File: src/hdl/bbpf_pkg.sv
// Shared widths, stream layout and defaults for the Brownian bridge path fill.
// No dependencies; used by brownian_bridge_path_fill and bbpf_sum_sat.
package bbpf_pkg;

    localparam int DEFAULT_MAX_STEPS = 1024;

    // item field widths
    localparam int SLOT_W   = 11;
    localparam int VALUE_W  = 32;
    localparam int WEIGHT_W = 17;
    localparam int SPREAD_W = 31;

    // path tag kept beside each stored value; tag 0 is never a live path
    localparam int EPOCH_W = 16;

    // datapath widths
    localparam int PROD_W      = VALUE_W + WEIGHT_W + 1 - 1; // signed value x unsigned weight
    localparam int SPROD_W     = SPREAD_W + VALUE_W;          // unsigned spread x signed sample
    localparam int ACC_W       = 64;
    localparam int ALIGN_SHIFT = 8;                           // Q.40 -> Q.48
    localparam int ROUND_SHIFT = 24;                          // Q.48 -> Q.24

    // stream words
    localparam int S_TDATA_W = 136;
    localparam int M_TDATA_W = 48;

endpackage

File: src/hdl/bbpf_sum_sat.sv
// Adds the two weighted neighbor terms and the noise term, rounds to Q8.24
// and saturates to the signed 32-bit range. Depends on bbpf_pkg.
module bbpf_sum_sat (
    input  logic signed [bbpf_pkg::PROD_W-1:0]  left_prod,
    input  logic signed [bbpf_pkg::PROD_W-1:0]  right_prod,
    input  logic signed [bbpf_pkg::SPROD_W-1:0] noise_prod,
    output logic signed [bbpf_pkg::VALUE_W-1:0] value
);

    localparam int AccW   = bbpf_pkg::ACC_W;
    localparam int ValW   = bbpf_pkg::VALUE_W;
    localparam int Align  = bbpf_pkg::ALIGN_SHIFT;
    localparam int RShift = bbpf_pkg::ROUND_SHIFT;

    localparam logic signed [ValW-1:0] ValMax = {1'b0, {(ValW-1){1'b1}}};
    localparam logic signed [ValW-1:0] ValMin = {1'b1, {(ValW-1){1'b0}}};
    localparam logic signed [AccW-1:0] Half   = AccW'(1) <<< (RShift - 1);

    logic signed [AccW-1:0] acc;
    logic signed [AccW-1:0] shifted;
    logic                   ovf_hi;
    logic                   ovf_lo;

    always_comb begin
        acc = (AccW'(left_prod) <<< Align) + (AccW'(right_prod) <<< Align)
            + AccW'(noise_prod) + Half;
        // round half up: bias then floor shift
        shifted = acc >>> RShift;
        ovf_hi  = !shifted[AccW-1] && (|shifted[AccW-2:ValW-1]);
        ovf_lo  = shifted[AccW-1] && !(&shifted[AccW-2:ValW-1]);
        priority if (ovf_hi) begin
            value = ValMax;
        end else if (ovf_lo) begin
            value = ValMin;
        end else begin
            value = $signed(shifted[ValW-1:0]);
        end
    end

endmodule

File: config.mk
export PLATFORM = sky130hd
export DESIGN_NAME = bbpf_sum_sat
export DESIGN_NICKNAME = d
export VERILOG_FILES = /design/src/hdl/bbpf_pkg.sv /design/src/hdl/bbpf_sum_sat.sv
export SDC_FILE = /design/constraint.sdc
export NUM_CORES = 1
export LEC_CHECK = 0
export ABC_AREA = 1
export BUFFER_PORTS_ARGS = -buffer_cell sky130_fd_sc_hd__buf_2
export CORE_MARGIN = 3
export CORE_UTILIZATION = 60
export DETAILED_ROUTE_END_ITERATION = 16
export GPL_ROUTABILITY_DRIVEN = 0
export PLACE_DENSITY = 0.95
export REMOVE_ABC_BUFFERS = 1
export SETUP_SLACK_MARGIN = 0.5
export SLEW_MARGIN = 5
export SYNTH_ARGS = -nofsm -noshare
export SYNTH_HDL_FRONTEND = slang
export SYNTH_SLANG_ARGS = --single-unit
File: constraint.sdc
create_clock -name vclk -period 8.6
set_input_delay 2.15 -clock vclk [all_inputs]
set_output_delay 2.15 -clock vclk [all_outputs]
set_load 0.02 [all_outputs]
==> flow_metrics.env <==
export IMPL_status="completed"
export IMPL_cp_required_ns=6.45
export IMPL_powerDensity_nw_per_um2=186
export IMPL_slowest_stage="fa_1"
export IMPL_yosysTopAreaCellShare=0.201
export IMPL_fill_cells=908
export IMPL_maxCapViolCount=0
export IMPL_multi_input_area_um2=5350
export IMPL_end_kind="output pin"
export IMPL_finalHoldViolations=0
export IMPL_min_to="value[0]"
export IMPL_seq_cells=0
export IMPL_mostFrequentLayoutCells="351 x nand2_1, 313 x inv_1, 185 x buf_2"
export IMPL_regArea_um2=0
export IMPL_num_antenna_cells=0
export IMPL_crit_buf_inv=6
export IMPL_period_share=0.897
export IMPL_synth_cell_area_um2=6600
export IMPL_layout_commonest_cell="nand2_1"
export IMPL_startpoint_type="input pin"
export IMPL_n_clock_buffer=0
export IMPL_viasPerCell=5.02
export IMPL_tightestPinTransition_ns=0.428
export IMPL_antenna_found_initial=0
export IMPL_path_cells="buf_2 > inv_1 > fa_1 > inv_1 > ha_1 > ha_1 > nand2_1 > nor2_1 > inv_1 > nor2_1 > inv_1 > nor3_1 > nand2_1 > nand2_1 > nand2_1 > nand2_1 > nand2_1 > nor2_1 > nand2_1 > nand2_4 > nand2_1 > buf_2"
export IMPL_initialDrtViolationCount=493
export IMPL_hold_start="noise_prod[23]"
export IMPL_grt_pass1_vias=7170
export IMPL_start_util=0.628
export IMPL_io_pin_count=193
export IMPL_final_setup_viol_count=0
export IMPL_relSlewSlack=0.713
export IMPL_drv_slew=0
export IMPL_place_ws_ns=0.772
export IMPL_path_common_cell="nand2_1"
export IMPL_p_total_mw=1.42
export IMPL_dieArea_um2=12300
export IMPL_drcViolationCount=0
export IMPL_rsz0062_at_grt="false"
export IMPL_cts_hold_fix_buffers=0
export IMPL_ir_drop_v=0.000102
export IMPL_die_h_um=111
export IMPL_synth_avg_cell_area_um2=5.84
export IMPL_final_nets=1632
export IMPL_setup_ws_ns=0.886
export IMPL_drive_gt1_frac=0.158
export IMPL_yosysWarningCount=0
export IMPL_area_growth_pct=15.7
export IMPL_cp_max_fo=31
export IMPL_yosysTopAreaCell="ha_1"
export IMPL_antenna_left=0
export IMPL_grt_start_max_net_pins=32
export IMPL_grt_overflow_total=0
export IMPL_vias=7247
export IMPL_grt_usage=0.267
export IMPL_coreArea_um2=10500
export IMPL_crit_type="input pin to output pin"
export IMPL_critical_path_top_delay_family="simple AND/OR/NAND/NOR gates"
export IMPL_grt_pass1_wl_um=29000
export IMPL_synthTopCellsByArea="ha_1 20%, nand2_1 20%, inv_1 18%"
export IMPL_hold_slack_ns=5.15
export IMPL_seq_area_frac_synth=0
export IMPL_wl_um=16800
export IMPL_wl_per_cell_um=11.6
export IMPL_dieWidth_um=111
export IMPL_final_setup_tns_ns=0
export IMPL_synth_cell_types=31
export IMPL_row_count=37
export IMPL_drtPass1Iterations=7
export IMPL_clock_fmax_mhz=130
export IMPL_dp_hpwl_um=15100
export IMPL_max_stage_delay_ns=0.54
export IMPL_period_needed_ns=7.71
export IMPL_holdPathStages=8
export IMPL_postSynthCellCount=1130
export IMPL_hold_class="input pin to output pin"
export IMPL_crit_arrival_ns=5.56
export IMPL_portBuffers=185
export IMPL_p_leak_nw=4.95
## metal layers
metal | vias to the layer above | global-route usage | share of wire
met1 | 3147 | 0.340 | 0.41
met2 | 334 | 0.497 | 0.49
met4 | 0 | 0.0558 | 0.021
met3 | 35 | 0.0153 | 0.084
met5 | - | 0 | 0
li1 | 3731 | - | -
## synth_stat cells (2+ instances only)
| cell | n |
|---|---|
| a31oi_1 | 7 |
| ha_1 | 106 |
| buf_6 | 6 |
| o21bai_1 | 11 |
| a21oi_1 | 63 |
| inv_1 | 313 |
| xnor2_1 | 22 |
| nand3b_1 | 2 |
| nand4_1 | 7 |
| nand2_2 | 4 |
| nand3_2 | 2 |
| inv_2 | 4 |
| nor2_1 | 92 |
| o21ai_1 | 2 |
| nor3_1 | 7 |
| fa_1 | 54 |
| nor3_2 | 2 |
| nand3_1 | 28 |
| nor2_2 | 6 |
| xor2_1 | 10 |
| and2_1 | 2 |
| o21ai_0 | 19 |
| nand2_1 | 351 |
| a21o_1 | 3 |
## where the power goes
group	total [mW]	switching, mW	internal, mW	leakage [nW]
registers	0	0	0	0
logic	1.42	0.931	0.490	4.95
clock network	0	0	0	0
## worst min-delay path: stages
cell	delay (ns)
buf_2	0.09
fa_1	0.17
ha_1	0.20
xnor2_1	0.09
inv_1	0.05
nand2_1	0.04
nand2_1	0.06
buf_2	0.15
## metrics by stage
stage,utilization,area [µm²],cells
finish,0.727,7630,1445
CTS,0.726,7620,1445
global placement,0.726,7620,1445
detailed placement,0.726,7620,1445
floorplan,-,6530,1124
global route,0.727,7630,1445
## worst max path at each step
stage,start,to,slack (ns),depth (start not counted)
after floorplan,left_prod[25],value[0],1.36,18
after global placement,left_prod[9],value[1],0.91,22
after detailed placement,left_prod[17],value[27],0.77,25
after CTS,left_prod[17],value[27],0.77,25
after global routing,left_prod[16],value[28],0.59,25
final,left_prod[26],value[13],0.89,22
## timing repair
action / in CTS / in global routing
setup endpoints to repair: 0 / 31
gates resized for setup: 0 / 2
buffers inserted: 0 / 0
## layout make-up
class                      instances  area share
multi-input combinational        807       0.701
inverter                         317       0.156
timing repair buffer             185       0.121
tap                              136      0.0223
## kinds of logic (layout without fill, tap and decap cells)
group,Yosys count,count (layout),synth area share
adders and majority gates,160,160,0.365
AOI/OAI and AO/OA,108,108,0.0899
buffers and inverters,323,502,0.191
xor gates and xnor gates,33,33,0.0450
and+or+nand+nor,506,506,0.310
Note: power is estimated with default switching activity, not from simulation.
